`config.mk`:
```
export PLATFORM = sky130hd
export DESIGN_NAME = utf8_punctuation_replacer
export DESIGN_NICKNAME = d
export VERILOG_FILES = /design/src/hw/rtl/upr_pkg.sv /design/src/hw/rtl/upr_front.sv /design/src/hw/rtl/upr_queue.sv /design/src/hw/rtl/upr_back.sv /design/src/hw/rtl/utf8_punctuation_replacer.sv
export SDC_FILE = /design/constraint.sdc
export NUM_CORES = 1
export LEC_CHECK = 0
export ABC_AREA = 1
export BUFFER_PORTS_ARGS = -buffer_cell sky130_fd_sc_hd__buf_2
export CAP_MARGIN = 20
export CELL_PAD_IN_SITES_DETAIL_PLACEMENT = 1
export CELL_PAD_IN_SITES_GLOBAL_PLACEMENT = 2
export CORE_ASPECT_RATIO = 0.9
export CORE_UTILIZATION = 40
export DETAILED_ROUTE_END_ITERATION = 16
export HOLD_SLACK_MARGIN = 0.02
export PLACE_DENSITY = 0.9
export SETUP_SLACK_MARGIN = 0.2
export SLEW_MARGIN = 20
export SYNTH_ARGS = -nofsm -noshare
export SYNTH_HDL_FRONTEND = slang
export SYNTH_SLANG_ARGS = --single-unit
```
`constraint.sdc`:
```
create_clock -name clk -period 4.7 [get_ports clk]
set_clock_uncertainty 0.1 [all_clocks]
set_input_delay 0.235 -clock clk [delete_from_list [all_inputs] [get_ports clk]]
set_output_delay 0.235 -clock clk [all_outputs]
set_load 0.02 [all_outputs]
```
`src/hw/rtl/upr_pkg.sv`:
```
// ----------------------------------------------------------------------------
// upr_pkg
// Shared types, pattern tables and match helpers for the punctuation replacer.
// ----------------------------------------------------------------------------
`default_nettype none

package upr_pkg;

  localparam int PAT_COUNT = 10;
  localparam int PAT_IDX_W = 4;

  // Three-byte sequences, first byte in the top octet
  localparam logic [23:0] PAT_SEQ [PAT_COUNT] = '{
    24'hEFBC8C, 24'hEFBC9A, 24'hEFBC9B, 24'hE38090, 24'hE38091,
    24'hEFBC88, 24'hEFBC89, 24'hEFBC9F, 24'hEFBC81, 24'hE280A6
  };

  // ASCII replacements, first byte in the top octet
  localparam logic [23:0] REP_SEQ [PAT_COUNT] = '{
    24'h2C2000, 24'h3A2000, 24'h3B2000, 24'h5B0000, 24'h5D0000,
    24'h280000, 24'h290000, 24'h3F2000, 24'h212000, 24'h2E2E2E
  };

  localparam logic [1:0] REP_LEN [PAT_COUNT] = '{
    2'd2, 2'd2, 2'd2, 2'd1, 2'd1, 2'd1, 2'd1, 2'd2, 2'd2, 2'd3
  };

  // Bytes emitted by one input item, data[0] goes out first
  typedef struct packed {
    logic [2:0][7:0] data;
    logic [1:0]      cnt;
    logic            eot;
  } group_t;

  // Front to queue request
  typedef struct packed {
    logic   push;
    group_t grp;
  } push_req_t;

  typedef struct packed {
    logic                 hit;
    logic [PAT_IDX_W-1:0] idx;
  } match_t;

  // One-byte prefix of some sequence
  function automatic logic is_p1(logic [7:0] b);
    logic hit;
    hit = 1'b0;
    for (int i = 0; i < PAT_COUNT; i++) begin
      if (PAT_SEQ[i][23:16] == b) hit = 1'b1;
    end
    return hit;
  endfunction

  // Two-byte prefix of some sequence
  function automatic logic is_p2(logic [7:0] a, logic [7:0] b);
    logic hit;
    hit = 1'b0;
    for (int i = 0; i < PAT_COUNT; i++) begin
      if (PAT_SEQ[i][23:8] == {a, b}) hit = 1'b1;
    end
    return hit;
  endfunction

  // Full match, lowest index wins
  function automatic match_t match3(logic [7:0] a, logic [7:0] b, logic [7:0] c);
    match_t m;
    m = '0;
    for (int i = PAT_COUNT - 1; i >= 0; i--) begin
      if (PAT_SEQ[i] == {a, b, c}) begin
        m.hit = 1'b1;
        m.idx = PAT_IDX_W'(i);
      end
    end
    return m;
  endfunction

endpackage

`default_nettype wire

```
`src/hw/rtl/upr_front.sv`:
```
// ----------------------------------------------------------------------------
// upr_front
// Holds the pending prefix bytes and turns each input item into a group of
// zero to three output bytes.
// ----------------------------------------------------------------------------
`default_nettype none

module upr_front (
  input  wire logic               clk,
  input  wire logic               rst,
  input  wire logic               accept,
  input  wire logic [7:0]         in_byte,
  input  wire logic               end_of_text,
  output upr_pkg::push_req_t      req
);

  logic [1:0] held_count, held_count_next;
  logic [7:0] held0, held0_next;
  logic [7:0] held1, held1_next;
  upr_pkg::group_t grp;
  upr_pkg::match_t m;

  assign m = upr_pkg::match3(held0, held1, in_byte);

  // Greedy scan over held bytes plus the new byte
  always_comb begin
    grp             = '0;
    grp.eot         = end_of_text;
    held_count_next = held_count;
    held0_next      = held0;
    held1_next      = held1;
    case (held_count)
      2'd1: begin
        if (end_of_text) begin
          grp.data[0] = held0;
          grp.data[1] = in_byte;
          grp.cnt = 2'd2;
          held_count_next = 2'd0;
        end else if (upr_pkg::is_p2(held0, in_byte)) begin
          held1_next = in_byte;
          held_count_next = 2'd2;
        end else if (upr_pkg::is_p1(in_byte)) begin
          grp.data[0] = held0;
          grp.cnt = 2'd1;
          held0_next = in_byte;
        end else begin
          grp.data[0] = held0;
          grp.data[1] = in_byte;
          grp.cnt = 2'd2;
          held_count_next = 2'd0;
        end
      end
      2'd2: begin
        if (m.hit) begin
          grp.data[0] = upr_pkg::REP_SEQ[m.idx][23:16];
          grp.data[1] = upr_pkg::REP_SEQ[m.idx][15:8];
          grp.data[2] = upr_pkg::REP_SEQ[m.idx][7:0];
          grp.cnt = upr_pkg::REP_LEN[m.idx];
          held_count_next = 2'd0;
        end else if (!end_of_text && upr_pkg::is_p2(held1, in_byte)) begin
          grp.data[0] = held0;
          grp.cnt = 2'd1;
          held0_next = held1;
          held1_next = in_byte;
        end else if (!end_of_text && upr_pkg::is_p1(in_byte)) begin
          grp.data[0] = held0;
          grp.data[1] = held1;
          grp.cnt = 2'd2;
          held0_next = in_byte;
          held_count_next = 2'd1;
        end else begin
          grp.data[0] = held0;
          grp.data[1] = held1;
          grp.data[2] = in_byte;
          grp.cnt = 2'd3;
          held_count_next = 2'd0;
        end
      end
      default: begin
        // nothing held
        if (!end_of_text && upr_pkg::is_p1(in_byte)) begin
          held0_next = in_byte;
          held_count_next = 2'd1;
        end else begin
          grp.data[0] = in_byte;
          grp.cnt = 2'd1;
          held_count_next = 2'd0;
        end
      end
    endcase
  end

  assign req.push = accept && (grp.cnt != 2'd0);
  assign req.grp  = grp;

  // Held prefix state
  always_ff @(posedge clk) begin
    if (rst) begin
      held_count <= 2'd0;
    end else if (accept) begin
      held_count <= held_count_next;
    end
  end

  always_ff @(posedge clk) begin
    if (accept) begin
      held0 <= held0_next;
      held1 <= held1_next;
    end
  end

endmodule

`default_nettype wire

```
`src/hw/rtl/upr_queue.sv`:
```
// ----------------------------------------------------------------------------
// upr_queue
// Small queue of byte groups between the front and the back.
// ----------------------------------------------------------------------------
`default_nettype none

module upr_queue #(
  parameter int DEPTH = 4
) (
  input  wire logic              clk,
  input  wire logic              rst,
  input  wire upr_pkg::push_req_t req,
  input  wire logic              pop,
  output logic                   full,
  output logic                   head_valid,
  output upr_pkg::group_t        head
);

  localparam int PTR_W = (DEPTH > 1) ? $clog2(DEPTH) : 1;
  localparam int CNT_W = $clog2(DEPTH + 1);

  upr_pkg::group_t    mem [DEPTH];
  logic [PTR_W-1:0]   wr_ptr;
  logic [PTR_W-1:0]   rd_ptr;
  logic [CNT_W-1:0]   count;
  logic               do_push;
  logic               do_pop;

  assign full       = (count == CNT_W'(DEPTH));
  assign head_valid = (count != '0);
  assign head       = mem[rd_ptr];
  assign do_push    = req.push && !full;
  assign do_pop     = pop && head_valid;

  // Storage
  always_ff @(posedge clk) begin
    if (do_push) begin
      mem[wr_ptr] <= req.grp;
    end
  end

  // Pointers and fill count
  always_ff @(posedge clk) begin
    if (rst) begin
      wr_ptr <= '0;
      rd_ptr <= '0;
      count  <= '0;
    end else begin
      if (do_push) begin
        wr_ptr <= (wr_ptr == PTR_W'(DEPTH - 1)) ? '0 : wr_ptr + PTR_W'(1);
      end
      if (do_pop) begin
        rd_ptr <= (rd_ptr == PTR_W'(DEPTH - 1)) ? '0 : rd_ptr + PTR_W'(1);
      end
      if (do_push && !do_pop) begin
        count <= count + CNT_W'(1);
      end else if (do_pop && !do_push) begin
        count <= count - CNT_W'(1);
      end
    end
  end

endmodule

`default_nettype wire

```
`src/hw/rtl/upr_back.sv`:
```
// ----------------------------------------------------------------------------
// upr_back
// Sends the head group one byte per cycle unless stalled; marks run/text ends
// ----------------------------------------------------------------------------
`default_nettype none

module upr_back (
  input  wire logic            clk,
  input  wire logic            rst,
  input  wire logic            head_valid,
  input  wire upr_pkg::group_t head,
  output logic                 pop,
  output logic                 out_valid,
  input  wire logic            out_stall,
  output logic [7:0]           out_byte,
  output logic                 last_of_run,
  output logic                 text_done
);

  logic [1:0] pos;
  logic       is_last;

  assign is_last     = (pos == head.cnt - 2'd1);
  assign out_valid   = head_valid;
  assign out_byte    = head.data[pos];
  assign last_of_run = is_last;
  assign text_done   = is_last && head.eot;
  assign pop         = out_valid && !out_stall && is_last;

  // Byte position within the head group
  always_ff @(posedge clk) begin
    if (rst) begin
      pos <= 2'd0;
    end else if (out_valid && !out_stall) begin
      pos <= is_last ? 2'd0 : pos + 2'd1;
    end
  end

endmodule

`default_nettype wire

```
`src/hw/rtl/utf8_punctuation_replacer.sv`:
```
// Result bytes are stored in the queue as a group before they are offered.
// Throughput: one input item per cycle while the queue is not full; the output
// side sends one byte per cycle unless stalled, so an item replaced by
// several bytes holds the back end for each of them. A queue of DEPTH byte
// groups lets the input run ahead meanwhile. Reset (synchronous) clears the
// held prefix count, the queue and the output byte position.
// ----------------------------------------------------------------------------
// utf8_punctuation_replacer
// Replaces full-width punctuation sequences in a UTF-8 byte stream with ASCII.
// ----------------------------------------------------------------------------
`default_nettype none

module utf8_punctuation_replacer #(
  parameter int DEPTH = 4
) (
  input  wire logic       clk,
  input  wire logic       rst,
  input  wire logic       in_valid,
  output logic            in_stall,
  input  wire logic [7:0] in_byte,
  input  wire logic       end_of_text,
  output logic            out_valid,
  input  wire logic       out_stall,
  output logic [7:0]      out_byte,
  output logic            last_of_run,
  output logic            text_done
);

  upr_pkg::push_req_t req;
  upr_pkg::group_t    head;
  logic               q_full;
  logic               head_valid;
  logic               pop;
  logic               accept;

  assign in_stall = q_full;
  assign accept   = in_valid && !in_stall;

  upr_front u_front (
    .clk         (clk),
    .rst         (rst),
    .accept      (accept),
    .in_byte     (in_byte),
    .end_of_text (end_of_text),
    .req         (req)
  );

  upr_queue #(
    .DEPTH (DEPTH)
  ) u_queue (
    .clk        (clk),
    .rst        (rst),
    .req        (req),
    .pop        (pop),
    .full       (q_full),
    .head_valid (head_valid),
    .head       (head)
  );

  upr_back u_back (
    .clk         (clk),
    .rst         (rst),
    .head_valid  (head_valid),
    .head        (head),
    .pop         (pop),
    .out_valid   (out_valid),
    .out_stall   (out_stall),
    .out_byte    (out_byte),
    .last_of_run (last_of_run),
    .text_done   (text_done)
  );

  // A group is never pushed into a full queue
  a_no_push_full: assert property (@(posedge clk) disable iff (rst)
    !(req.push && q_full))
    else $error("group pushed while queue full");

  // The end of the text always produces at least one byte
  a_eot_pushes: assert property (@(posedge clk) disable iff (rst)
    (accept && end_of_text) |-> req.push)
    else $error("end of text item produced no bytes");

  // Queued groups are never empty
  a_head_nonempty: assert property (@(posedge clk) disable iff (rst)
    head_valid |-> (head.cnt != 2'd0))
    else $error("empty group in queue");

endmodule

`default_nettype wire
```
### After elaboration in Yosys (flattened, before gate mapping)

Memory sizes are Yosys's and may differ from the RTL's. A register that Yosys moved wholly into a read port is not among the register bits.
Index checks and enable logic that the tools add are counted.

| word-level totals | value |
|---|---|
| bits of input ports | 13 |
| output and inout bits | 12 |
| logic and storage cells | 158 |
| register bits | 27 |
| memory bits (writable) | 108 |
| memories | 3 |
| ROM bits | 416 |

| operators by class | value |
|---|---|
| order comparisons | 2 |
| bitwise logic cells | 1 |
| $add $sub $neg | 6 |
| equal/unequal tests | 34 |
| mux-type cells | 79 |
| reductions and logical operators | 26 |

Memory list:

| memory | depth | width | rd ports | clocked after Yosys merged registers in | wr ports | RTL line | text |
|---|---|---|---|---|---|---|---|
| (no name shown) | 16 | 24 | 1 | 0 | 0 | upr_front.sv:55 | `grp.data[0] = upr_pkg::REP_SEQ[m.idx][23:16];` |
| u_queue.mem | 4 | 27 | 1 | 1 | 1 | upr_queue.sv:22 | `upr_pkg::group_t mem [DEPTH];` |
| (no name shown) | 16 | 2 | 1 | 0 | 0 | upr_front.sv:58 | `grp.cnt = upr_pkg::REP_LEN[m.idx];` |

Operators by type and width:

| cell | number |
|---|---|
| 24-bit == test (first input constant) | 10 |
| 8-bit two-way mux | 15 |
| 16-bit == test (first input constant) | 6 |
| 5-bit two-way mux | 10 |
| 24-bit two-way mux | 2 |
| 8-bit case mux with 2 select lines | 3 |
| 18-bit two-way mux | 2 |
| 2-bit two-way mux | 14 |
| 26-bit two-way mux | 1 |
| 1-bit two-way mux | 25 |
| 8-bit == test (first input constant) | 3 |
| 10-bit case mux with 2 select lines | 1 |
| 8-bit binary-select mux with 2-bit select | 1 |
| 16-bit two-way mux | 1 |
| 1-bit logical AND | 12 |
| 10-bit two-way mux | 1 |
| 7-bit AND reduction | 1 |
| 2-bit by 1-bit adder with 2-bit output (second input constant) | 3 |
| 2-bit == test (second input constant) | 3 |
| 3-bit two-way mux | 2 |
| 2-bit by 1-bit != test with 1-bit output (second input constant) | 3 |
| 2-bit != test (second input constant) | 3 |
| 6-bit AND reduction | 1 |
| 2-bit nonzero test | 3 |
| other kinds (17) | 22 |

### Longest topological paths before layout

Gate-level depths: netlist (run 1).

| depth | value |
|---|---|
| depth in word-level cells | 29 |
| gate-level depth with buffers | 28 |
| mapped depth without buffers | 28 |

### By module

Synthesis (run 1) repeated with hierarchy kept, for this count alone.

| second synthesis, totals | value |
|---|---|
| cells, all modules | 736 |
| area, all modules | 7,016.7 µm² |

By module, submodules not included:

| module | area each (µm²) | seq. area each (µm²) | times used | cells an instance |
|---|---|---|---|---|
| upr_queue | 4,560.6 | 3,423.3 | 1 | 331 |
| upr_front | 2,070.7 | 520.5 | 1 | 337 |
| upr_back | 375.4 | 40.0 | 1 | 66 |
| utf8_punctuation_replacer | 10.0 | 0.0 | 1 | 2 |

### Worst setup path after synthesis (run 1)

OpenSTA, ideal clock, no wires.

| path | value |
|---|---|
| path kind | reg-to-reg |
| start | reg u_front.held1[6] |
| end | mem u_queue.mem[0][0] (netlist bit) (enable) |
| clock period less this slack | 3,663 ps |
| cell stages (with the launch flop) | 21 |
| path buffers | 0 |
| setup slack | 1,037 ps |
| arrival | 3,152 ps |
| setup time | 411 ps |
| data required time | 4,189 ps |
| path through | edfxtp_1 inv_1 nand2_1 nor2_1 nand2_2 nor2_8 nand2_2 o21ai_4 nor2_1 inv_1 ha_1 inv_1 nand3_1 nand3_1 nand2_1 nand2_1 nand2_1 nand2_2 nand2_4 nand2_2 nor2_1 |

| on the way | value |
|---|---|
| longest elaborated chain between the ends | 22 |
| elaborated cells between the ends (all ways) | 41 |
| classes of those cells | eq/ne (13); mux (22); bitwise (1); reduce/logical (4); memory (1) |

Ends and longest elaborated chain:

| item | RTL line | text |
|---|---|---|
| start: declaration | upr_front.sv:19 | `logic [7:0] held1, held1_next;` |
| start signal: assignment | upr_front.sv:108 | `held1 <= held1_next;` |
| 24-bit == test | upr_pkg.sv:71 | `if (PAT_SEQ[i] == {a, b, c}) begin` |
| 5-bit two-way mux (10 in a row) | upr_pkg.sv:71 |  |
| 4-bit NOT with 5-bit output (implied by the code) | upr_front.sv:58 |  |
| memory 16 x 2 bit | - |  |
| 2-bit two-way mux (implied by the code) (2 in a row) | upr_front.sv:58 |  |
| 26-bit two-way mux (*) | upr_front.sv:54 | `if (m.hit) begin` |
| 10-bit case mux with 2 select lines (*) | upr_front.sv:32 | `case (held_count)` |
| 2-bit nonzero test (*) | upr_front.sv:93 | `assign req.push = accept && (grp.cnt != 2'd0);` |
| 1-bit logical AND (*) | upr_front.sv:93 |  |
| 1-bit logical AND (*) | upr_queue.sv:32 | `assign do_push = req.push && !full;` |
| 1-bit two-way mux (*) | upr_queue.sv:37 | `if (do_push) begin` |
| 1-bit two-way mux (implied by the code) (*) | upr_queue.sv:38 | `mem[wr_ptr] <= req.grp;` |
| end: declaration | upr_queue.sv:22 |  |

Mark *: on every way between the ends. The rest lies on a longest branch, timed or not. The select of a mux whose other input is x is not followed.

### Worst setup path in the final report (run 1)

| path | value |
|---|---|
| start | in in_byte[4] |
| end | reg u_queue.count[2] |

| on the way | value |
|---|---|
| longest elaborated chain between the ends | 23 |
| elaborated cells between the ends (all ways) | 72 |
| classes of those cells | eq/ne (19); mux (41); bitwise (1); reduce/logical (10); memory (1) |

Ends and longest elaborated chain:

| item | RTL line | text |
|---|---|---|
| start: declaration | utf8_punctuation_replacer.sv:20 | `input wire logic [7:0] in_byte,` |
| 24-bit == test | upr_pkg.sv:71 |  |
| 5-bit two-way mux (10 in a row) | upr_pkg.sv:71 |  |
| 4-bit NOT with 5-bit output (implied by the code) | upr_front.sv:58 |  |
| memory 16 x 2 bit | - |  |
| 2-bit two-way mux (implied by the code) (2 in a row) | upr_front.sv:58 |  |
| 26-bit two-way mux | upr_front.sv:54 |  |
| 10-bit case mux with 2 select lines (*) | upr_front.sv:32 |  |
| 2-bit nonzero test (*) | upr_front.sv:93 |  |
| 1-bit logical AND (*) | upr_front.sv:93 |  |
| 1-bit logical AND (*) | upr_queue.sv:32 |  |
| named net u_queue.do_push | upr_queue.sv:26 | `logic do_push;` |
| 1-bit logical NOT | upr_queue.sv:57 | `end else if (do_pop && !do_push) begin` |
| 1-bit logical AND | upr_queue.sv:57 |  |
| 2-bit nonzero test (no source line) | - |  |
| end signal: assignment | upr_queue.sv:56 | `count <= count + CNT_W'(1);` |
| end signal: assignment | upr_queue.sv:58 | `count <= count - CNT_W'(1);` |
| end: declaration | upr_queue.sv:25 | `logic [CNT_W-1:0] count;` |

The timed path passes the listed nets; every way through them passes the cells marked *. The select of a mux whose other input is x is not followed.
A chain may end at the register's enable or synchronous reset.

==> impl_metrics.py, run 1 <==
metrics = {
    "floorplan": {
        "core-area_um2": 16350,
        "dieWidth_um": 139.5,
        "die-area_um2": 17530,
        "num_rows": 44,
        "ios": 25,
        "die_h_um": 125.7,
        "start_util_pct": 41.60,
    },
    "logic_synthesis": {
        "async_reset_ff_share_pct": 0,
        "ys_seq_elements": 137,
        "synth_seq_area_share_pct": 58.57,
        "synth_cell_type_count": 46,
        "syn_area_per_cell_um2": 9.634,
        "synth_area_leaders": "edfxtp_1 55%, nor2_1 7.0%, nand2_1 5.9%, o21ai_0 4.6%, dfxtp_1 3.8%",
        "syn_inst": 706,
        "syn_nets": 733,
        "yosys_warnings": 0,
        "synth_top_area_cell": "edfxtp_1",
        "syn_area_um2": 6802,
        "synth_ff_type": "edfxtp_1",
        "synth_top_area_share_pct": 54.75,
        "synth_edf_count": 124,
    },
    "power_and_ir_drop": {
        "combPwrFrac_pct": 26.5,
        "ir_drop_mv": 0.2479,
        "p_int_w": 0.002827,
        "powerDensity_nw_per_um2": 538.7,
        "power_frac_clock_pct": 35.4,
        "p_sw_w": 0.001438,
        "power.leakage_nw": 3.055,
        "p_sw_share_pct": 33.72,
        "p_seq_share_pct": 38.2,
    },
    "global_route": {
        "grt_pass1_wl_mm": 31.62,
        "grt_pass1_vias": 5752,
        "grt-ovfl-total": 0,
        "grtUsageTotal_pct": 24.10,
        "grt_start_max_net_pins": 55,
        "antenna_found_initial": 0,
    },
    "clocking": {
        "ctsResizeCount": 0,
        "cts_tree": "yes",
        "cts_made_buffers": 17,
        "cts_htree_levels": 4,
        "cts.sinks": 137,
        "postCtsHoldBufs": 9,
        "insertion_delay_ns": 0.43,
        "clock_path_buffers": 2,
        "clk_pin_slew_ns": 0.06,
        "cts_setup_buffers": 0,
        "root_buffer": "clkbuf_16",
    },
    "final_layout": {
        "final_cell_mix": "124 x edfxtp_1, 122 x nor2_1, 107 x nand2_1",
        "fillCellCount": 1827,
        "fin_nets": 768,
        "multiInputGateArea_um2": 2449,
        "final_core_util_pct": 48.42,
        "drive_above_1_share_pct": 13.93,
        "area_delta_synth_final_pct": 16.39,
        "layout_commonest_cell": "edfxtp_1",
        "seqCellArea_um2": 3984,
        "antenna_cells": 0,
        "stdcell_count": 961,
    },
    "place": {
        "place_inst": 920,
        "io_buffers": 24,
        "dp.final_hpwl_mm": 13.64,
        "routabilityCongestion": 0.9245,
    },
    "sta": {
        "final.setup.tns_ns": 0,
        "slew_violations": 0,
        "rsz0062_at_grt": "false",
        "fmax_mhz": 260.3,
        "max_slew_margin_pct": 23.91,
        "tightest_slew_ns": 1.139,
        "hold_violations": 0,
        "min_period_ns": 3.841,
        "setup_viol": 0,
        "period_share_pct": 81.73,
    },
    "setup_path": {
        "worstSetupPathType": "primary input to flop",
        "crit_required_ns": 4.96,
        "crit_path_start_kind": "primary input",
        "cp_max_fo": 7,
        "endpoint_kind": "flop",
        "worstPathArrival_ns": 4.10,
    },
    "detailed_routing": {
        "ant_nets": 0,
        "firstDrtPassIters": 7,
        "detail_route.vias_per_cell": 5.578,
        "wire_per_inst_um": 20.62,
        "vias": 5360,
        "wirelength_mm": 19.81,
        "drt_iter0_markers": 415,
        "drc_errors": 0,
    },
    "run": {
        "maxCapViolCount": 0,
    },
    "worst_hold_path": {
        "hold_class": "primary input to flop",
    },
    "status": {
        "status": "completed",
    },
}
-- registers in the layout, summed over array words and instances (netlist names), named ones only --
signal and cells:
u_queue.wr_ptr 2, u_back.pos 2, u_front.held0 8, u_front.held_count 2, u_front.held1 8, u_queue.rd_ptr 2, u_queue.mem 108, u_queue.count 3
-- layer usage --
| layer | share of wire [%] | vias to the layer above | wire (µm) | track usage [%] |
|---|---|---|---|---|
| met2 | 49 | 128 | 9650 | 40.26 |
| met3 | 3.5 | 34 | 698 | 3.802 |
| met1 | 45 | 2664 | 8966 | 31.03 |
| met4 | 2.5 | 0 | 496 | 10.65 |
| li1 | - | 2534 | - | - |
| met5 | 0 | - | 0 | 0 |
-- area by class of cell --
class                           count  area share, %
Clock buffer                       17          5.374
Inverter                           77          3.667
Timing Repair Buffer               41          3.414
Multi-Input combinational cell    467          30.93
Tap cell                          207          3.272
Sequential cell                   137          50.32
Clock inverter                     15          3.019
-- cell usage after synthesis, types with 2 or more instances --
library cell / number
ha_1: 13
o21a_1: 2
nand4_1: 8
nor2_4: 4
o211ai_1: 7
nand2_1: 107
nand2_2: 8
nor2_1: 126
o21ai_1: 3
nand3_1: 31
a32o_1: 6
nand2_4: 2
o221ai_1: 14
clkbuf_1: 24
nor2_2: 2
dfxtp_1: 13
nor3_1: 9
inv_2: 14
o22ai_1: 11
inv_1: 61
edfxtp_1: 124
o21ai_0: 63
a22oi_1: 2
a21oi_1: 30
-- power by group through the flow --
stage	combinational [W]	clock (W)	sequential [W]
after global routing	0.00124	0.00157	0.00164
after floorplan	0.000758	0	0.00161
final	0.00113	0.00151	0.00163
after CTS	0.00114	0.00152	0.00163
after detailed placement	0.00112	0	0.00165
after global placement	0.00107	0	0.00164
-- worst max-delay path: stages --
cell and delay, ns:
dlygate4sd3_1 0.52, buf_2 0.20, inv_1 0.12, nor2_1 0.18
nand2_2 0.14, nor2_1 0.17, nand3_1 0.17, o21ai_4 0.11
nor2_1 0.11, inv_1 0.09, ha_1 0.14, inv_1 0.05
nand2_1 0.08, nand3_1 0.11, nand2_1 0.10, nand2_1 0.10
nand2_4 0.13, nand2_2 0.11, inv_2 0.07, ha_1 0.13
inv_1 0.08, fa_1 0.46, nor2_1 0.14, nor2_1 0.05
nand2_1 0.07, o21ai_0 0.08, a21oi_1 0.14
-- per-stage QoR --
| step | hold WS, ns | power (W) | setup WS (ns) | cell area, µm² |
|---|---|---|---|---|
| 6_report | 0.07429 | 0.004265 | 0.8588 | 7916 |
| 5_1_grt | 0.06437 | 0.004458 | 0.4576 | 7916 |
| 4_1_cts | 0.05817 | 0.004284 | 0.8946 | 7916 |
| 3_5_place_dp | 0.3805 | 0.002771 | 0.9418 | 7162 |
| 3_3_place_gp | 0.3621 | 0.002709 | 1.154 | 7162 |
| 2_1_floorplan | 0.2130 | 0.002372 | 1.037 | 6802 |
-- path summary, 6_finish.rpt --
check	startpoint	endpoint	slack [ns]	cells past startpoint
hold / removal	in_byte[2]	u_front.held1[2]	0.07	1
setup / recovery	in_byte[4]	u_queue.count[2]	0.86	27
hold reg to reg	u_front.held_count[1]	u_front.held_count[1]	0.41	2
setup reg to reg	u_front.held0[4]	u_queue.count[2]	0.92	25
-- cells by family (layout without fill, tap and decap cells) --
logic type | count (synthesis) | in the layout | share of synthesized area (%)
AND/OR/NAND/NOR | 305 | 305 | 19.72
AO/OA/AOI/OAI | 147 | 147 | 13.23
flip-flops | 137 | 137 | 58.57
buffers and inverters | 102 | 150 | 5.666
adder cells (fa/ha/maj) | 14 | 14 | 2.686
XOR/XNOR | 1 | 1 | 0.1288
No activity file was read; power rests on OpenSTA's default activity.
==> inputs of run 2 (changes only) <==
--- a/config.mk
+++ b/config.mk
@@ -11,10 +11,10 @@
 export CELL_PAD_IN_SITES_DETAIL_PLACEMENT = 1
 export CELL_PAD_IN_SITES_GLOBAL_PLACEMENT = 2
 export CORE_ASPECT_RATIO = 0.9
-export CORE_UTILIZATION = 40
+export CORE_UTILIZATION = 36
 export DETAILED_ROUTE_END_ITERATION = 16
 export HOLD_SLACK_MARGIN = 0.02
-export PLACE_DENSITY = 0.9
+export PLACE_DENSITY = 0.86
 export SETUP_SLACK_MARGIN = 0.2
 export SLEW_MARGIN = 20
 export SYNTH_ARGS = -nofsm -noshare
==> constraint.sdc (replaced) <==
create_clock -name clk -period 3.5 [get_ports clk]
set_clock_uncertainty 0.1 [all_clocks]
set_input_delay 0.175 -clock clk [delete_from_list [all_inputs] [get_ports clk]]
set_output_delay 0.175 -clock clk [all_outputs]
set_load 0.02 [all_outputs]
==> run 2 against run 1 <==
Compared with the run above: utilization down 2.8 points; first-iteration DRC count down 3.9%; via count up 4.6%; non-clock buffer count up 52; register-to-register slack worse by 0.71 ns; count of clock-buffer cells in the layout up 4; worst setup slack worse by 0.65 ns; combinational power up 48%; critical endpoint unchanged.
==> impl_metrics.py, run 2 (synthesis gave the netlist of run 1 again) <==
metrics = {
    "sta": {
        "tightest_slew_ns": 0.8108,
        "rsz0062_at_grt": "true",
        "max_slew_margin_pct": 45.75,
        "whs_ns": 0.06190,
        "setup_viol": 0,
        "slew_violations": 0,
        "period_share_pct": 93.96,
        "hold_violations": 0,
        "min_period_ns": 3.288,
        "fmax_mhz": 304.1,
    },
    "final_layout": {
        "layout_commonest_cell": "edfxtp_1",
        "final_core_util_pct": 45.65,
        "reg_top3": "u_queue.mem x108, u_front.held0 x8, u_front.held1 x8",
        "largest_reg_flops": 108,
        "fin_nets": 820,
        "area_delta_synth_final_pct": 23.93,
        "top_register": "u_queue.mem",
        "fillCellCount": 2095,
        "drive_above_1_share_pct": 22.36,
        "antenna_cells": 0,
        "final_cell_mix": "124 x edfxtp_1, 114 x nor2_1, 102 x nand2_1",
    },
    "setup_path": {
        "endpoint_kind": "flop",
        "path_depth": 27,
        "cp_common_cell": "buf_4",
        "slowest_stage": "edfxtp_1",
        "crit_family": "buffers and inverters",
        "crit_path_start_kind": "flop",
        "worstSetupPathType": "flop to flop",
        "ff2ff_path_depth": 27,
        "cp_max_fo": 3,
        "worst-path-buf-inv": 11,
        "worstPathArrival_ns": 3.54,
        "critical_path.max_stage_delay_ns": 0.40,
        "crit_required_ns": 3.75,
    },
    "power_and_ir_drop": {
        "p_sw_w": 0.001867,
        "power.leakage_nw": 3.300,
        "ir_drop_mv": 0.2846,
        "p_seq_share_pct": 39.1,
        "combPwrFrac_pct": 29.9,
        "powerDensity_nw_per_um2": 664.0,
        "power_frac_clock_pct": 31.1,
        "p_int_w": 0.003731,
        "p_sw_share_pct": 33.35,
    },
    "clocking": {
        "root_buffer": "clkbuf_16",
        "clk_pin_slew_ns": 0.06,
        "clock_path_buffers": 2,
        "cts_tree": "yes",
        "insertion_delay_ns": 0.42,
        "cts_htree_levels": 4,
        "cts_made_buffers": 17,
        "cts.sinks": 137,
    },
    "floorplan": {
        "dieWidth_um": 146.9,
        "die-area_um2": 19450,
        "num_rows": 47,
        "core-area_um2": 18470,
        "start_util_pct": 36.83,
        "ios": 25,
        "die_h_um": 132.4,
    },
    "detailed_routing": {
        "drt_iter0_markers": 399,
        "detail_route.vias_per_cell": 5.337,
        "drc_errors": 0,
        "ant_nets": 0,
        "wire_per_inst_um": 20.02,
        "vias": 5604,
        "wirelength_mm": 21.02,
        "firstDrtPassIters": 4,
    },
    "global_route": {
        "top_usage_layer": "met2",
        "grtUsageTotal_pct": 22.62,
        "grt_pass1_wl_mm": 32.66,
        "grt-ovfl-total": 0,
        "grt_pass1_vias": 5885,
        "grtUsageMet1_pct": 27.48,
        "antenna_found_initial": 0,
        "grtUsageMet2_pct": 39.34,
        "use_met3_pct": 4.394,
        "grt_start_max_net_pins": 49,
    },
    "place": {
        "io_buffers": 24,
        "routabilityCongestion": 0.9073,
        "dp.final_hpwl_mm": 14.28,
    },
    "run": {
        "maxCapViolCount": 0,
    },
    "worst_hold_path": {
        "hold_class": "primary input to flop",
        "holdPathStages": 4,
    },
    "status": {
        "status": "completed",
    },
}
run 2: path summary, 6_finish.rpt:
check | from | to | slack [ns]
max | u_front.held1[4] | u_queue.count[2] | 0.21
min reg2reg | u_queue.rd_ptr[1] | flop | 0.40
min | out_stall | flop | 0.06
max reg2reg | u_front.held1[4] | u_queue.count[2] | 0.21
run 2: layout make-up:
cell class	instances	area (µm²)	area share, %
Sequential cell	137	3984	47.26
Multi-Input combinational cell	467	2565	30.43
Timing Repair Buffer	93	713.2	8.461
Clock buffer	21	440.4	5.225
Tap cell	245	306.5	3.637
Inverter	77	292.8	3.473
Clock inverter	10	127.6	1.514
run 2: layer usage:
metal  part of all wire, %  vias up
met4                   2.4        0
li1                      -     2629
met5                     0        -
met1                    43     2826
met3                   3.4       37
met2                    51      112
run 2: power by group through the flow:
stage	registers, W	clock network, W	logic (W)
6_report	0.00219	0.00174	0.00167
5_1_grt	0.00220	0.00183	0.00183
4_1_cts	0.00219	0.00177	0.00163
3_5_place_dp	0.00222	0	0.00156
3_3_place_gp	0.00220	0	0.00150
2_1_floorplan	0.00217	0	0.00102
run 2: worst reg2reg max path: cells and delay by family, from the launching register on:
| kind | cells | cell delay [ns] |
|---|---|---|
| buffers and inverters | 11 | 1.08 |
| and+or+nand+nor | 12 | 0.98 |
| adders and majority gates | 2 | 0.49 |
| DFF | 1 | 0.40 |
| AOI/OAI and AO/OA | 2 | 0.19 |
run 2: metrics by stage:
step	std cells	TNS, ns	power [W]	setup slack [ns]	area [µm²]
CTS	1045	0	0.005588	0.2007	8325
global placement	978	0	0.003693	0.1208	7410
detailed placement	978	-0.06608	0.003782	-0.06608	7410
floorplan	706	-17.64	0.003185	-0.1634	6802
finish	1050	0	0.005597	0.2115	8429
global route	1050	-0.001971	0.005859	-0.001971	8429
run 2: what timing repair did:
action / in CTS / in global routing
resized for setup: 19 / 20
setup buffers: 26 / 5
endpoints found under the hold margin: 18 / 0
pin swaps: 16 / 15
gates cloned: 0 / 0
endpoints found under the setup margin: 2 / 115
hold buffers: 10 / 0
==> inputs of run 3 (changes only) <==
--- a/config.mk
+++ b/config.mk
@@ -8,15 +8,14 @@
 export ABC_AREA = 1
 export BUFFER_PORTS_ARGS = -buffer_cell sky130_fd_sc_hd__buf_2
 export CAP_MARGIN = 20
-export CELL_PAD_IN_SITES_DETAIL_PLACEMENT = 1
-export CELL_PAD_IN_SITES_GLOBAL_PLACEMENT = 2
 export CORE_ASPECT_RATIO = 0.9
-export CORE_UTILIZATION = 36
+export CORE_UTILIZATION = 56
+export CTS_CLUSTER_DIAMETER = 30
 export DETAILED_ROUTE_END_ITERATION = 16
 export HOLD_SLACK_MARGIN = 0.02
-export PLACE_DENSITY = 0.86
+export PLACE_DENSITY = 0.87
 export SETUP_SLACK_MARGIN = 0.2
-export SLEW_MARGIN = 20
+export SLEW_MARGIN = 0
 export SYNTH_ARGS = -nofsm -noshare
 export SYNTH_HDL_FRONTEND = slang
 export SYNTH_SLANG_ARGS = --single-unit
==> run 3 against run 2 <==
Compared with the run above: register-to-register slack got worse by 0.05 ns; die area decreased by 35%; largest cell class unchanged; utilization increased by 24 points; worst setup slack got worse by 0.051 ns; sequential share of layout area increased by 1.7 points; sequential power about the same; hold slack got worse by 0.030 ns.
==> impl_metrics.py, run 3 (synthesis gave the netlist of run 1 again) <==
metrics = {
    "status": {
        "status": "completed",
    },
    "sta": {
        "tightest_slew_ns": 0.7369,
        "timing.final.ws_setup_ns": 0.1608,
        "period_share_pct": 95.41,
        "hold_violations": 0,
        "min_period_ns": 3.339,
        "rsz0062_at_grt": "true",
        "slew_violations": 0,
        "setup_viol": 0,
        "fmax_mhz": 299.5,
        "max_slew_margin_pct": 50.81,
    },
    "run": {
        "maxCapViolCount": 0,
    },
    "final_layout": {
        "layout_commonest_cell": "edfxtp_1",
        "drive_above_1_share_pct": 20.41,
        "final_cell_area_um2": 8140,
        "fin_nets": 799,
        "area_delta_synth_final_pct": 19.68,
        "multiInputGateArea_um2": 2554,
        "final_cell_mix": "124 x edfxtp_1, 114 x nor2_1, 103 x nand2_1",
        "seqCellArea_um2": 3984,
        "stdcell_count": 940,
        "antenna_cells": 0,
        "largest_reg_flops": 108,
        "top_register": "u_queue.mem",
        "fillCellCount": 847,
        "reg_top3": "u_queue.mem x108, u_front.held0 x8, u_front.held1 x8",
    },
    "setup_path": {
        "worstSetupStartpoint": "u_front.held1[3]",
        "rr_startpoint": "u_front.held1[3]",
        "cp_max_fo": 3,
        "crit_required_ns": 3.75,
        "worstSetupPathType": "flop to flop",
        "crit_end": "u_queue.count[2]",
        "reg2reg_to": "u_queue.count[2]",
        "ff2ff_path_depth": 27,
        "crit_path_start_kind": "flop",
        "r2r_slack_ns": 0.16,
        "endpoint_kind": "flop",
        "worstPathArrival_ns": 3.59,
    },
    "floorplan": {
        "ios": 25,
        "core-area_um2": 11620,
        "die_h_um": 106.6,
        "start_util_pct": 58.53,
        "num_rows": 37,
        "dieWidth_um": 118.2,
        "die-area_um2": 12590,
    },
    "detailed_routing": {
        "wl_met2_mm": 8.667,
        "wire_per_inst_um": 18.82,
        "wirelength_mm": 17.69,
        "highest_layer": "met4",
        "detail_route.vias_per_cell": 5.964,
        "drt_iter0_markers": 703,
        "wl_met3_mm": 1.634,
        "drt-met1-wl_mm": 6.934,
        "drc_errors": 0,
        "ant_nets": 0,
        "vias": 5606,
        "firstDrtPassIters": 6,
    },
    "global_route": {
        "grt_start_max_net_pins": 51,
        "grt-ovfl-total": 0,
        "grt_pass1_vias": 5353,
        "grtUsageTotal_pct": 29.30,
        "grt_pass1_wl_mm": 27.57,
        "antenna_found_initial": 0,
    },
    "place": {
        "dp_worst_setup_slack_ns": -0.06730,
        "place_inst": 883,
        "io_buffers": 24,
        "postPlaceCellArea_um2": 7253,
        "routabilityCongestion": 0.9749,
        "dp.final_hpwl_mm": 11.62,
    },
    "worst_hold_path": {
        "hold_class": "primary input to flop",
    },
    "power_and_ir_drop": {
        "power.leakage_nw": 3.180,
        "p_total_w": 0.005480,
        "powerDensity_nw_per_um2": 673.2,
        "ir_drop_mv": 0.3285,
    },
    "clocking": {
        "cts_htree_levels": 4,
        "clock_path_buffers": 2,
        "cts.sinks": 137,
        "root_buffer": "clkbuf_16",
        "insertion_delay_ns": 0.42,
        "cts_made_buffers": 17,
        "cts_tree": "yes",
        "clk_pin_slew_ns": 0.06,
    },
}
-- run 3: cell types whose count changed in the layout (fill, tap and decap cells not counted), moves of 2 or more --
cell,change
buf_4,-19
clkbuf_1,-2
clkinvlp_4,+2
dlygate4sd3_1,-2
inv_2,-2
inv_6,+2
-- run 3: final cells by class --
| cell class | instances | area share (%) |
|---|---|---|
| clock inverter | 12 | 1.552 |
| timing repair buffer | 72 | 6.794 |
| sequential | 137 | 48.94 |
| inverter | 77 | 3.627 |
| tap | 156 | 2.398 |
| clock buffer | 19 | 5.318 |
| multi-input combinational | 467 | 31.37 |
-- run 3: how the worst min path moves through the flow --
stage	start	endpoint	cells after the start
after floorplan	rst	flop	1
after global placement	rst	u_front.held_count[0]	2
after detailed placement	rst	u_front.held_count[0]	2
after CTS	in_byte[4]	u_front.held1[4]	2
after global routing	in_byte[4]	u_front.held1[4]	2
final	in_byte[4]	u_front.held1[4]	2
-- run 3: metal layers --
metal,vias to the layer above,global-route usage [%]
li1,2585,-
met1,2658,36.69
met2,320,50.21
met3,43,5.901
met4,0,11.26
met5,-,0
-- run 3: timing repair --
action | in CTS | in global routing
pin swaps | 13 | 17
endpoints found under the hold margin | 17 | 0
gates resized for setup | 15 | 22
hold buffers | 8 | 0
buffers inserted | 8 | 10
setup endpoints to repair | 2 | 46
-- run 3: power breakdown --
| part | internal (W) | switching [W] | leakage (nW) |
|---|---|---|---|
| Sequential | 0.00207 | 0.000109 | 1.26 |
| Clock | 0.00104 | 0.000652 | 0.263 |
| Combinational | 0.000528 | 0.00108 | 1.66 |
| Total | 0.00364 | 0.00184 | 3.18 |
-- run 3: through the flow --
stage                     util, %  hold WS [ns]  TNS [ns]
after floorplan                 -        0.1530    -17.64
after global placement      62.42        0.3213         0
after detailed placement    62.42        0.3329  -0.06730
after CTS                   68.83       0.02174         0
after global routing        70.05       0.02973  -0.05383
final                       70.05       0.03171         0
-- run 3: critical path: stages, from the launching register on --
cell and delay, ns:
edfxtp_1 0.42, inv_1 0.07, nand2_1 0.08, nor2_1 0.14, nand2_2 0.11, nor2_4 0.13, and3_4 0.21, a21oi_2 0.03
nand4_1 0.13, ha_2 0.20, inv_2 0.04, nand3_2 0.07, nand3_2 0.07, nand2_1 0.07, nand2_1 0.05, nand2_1 0.07
nand2_2 0.07, nand2_4 0.08, nand2_4 0.06, inv_4 0.07, ha_4 0.13, inv_4 0.04, fa_2 0.35, nor2_1 0.12
nor2_1 0.05, nand2_1 0.09, o21ai_1 0.07, a21oi_1 0.14
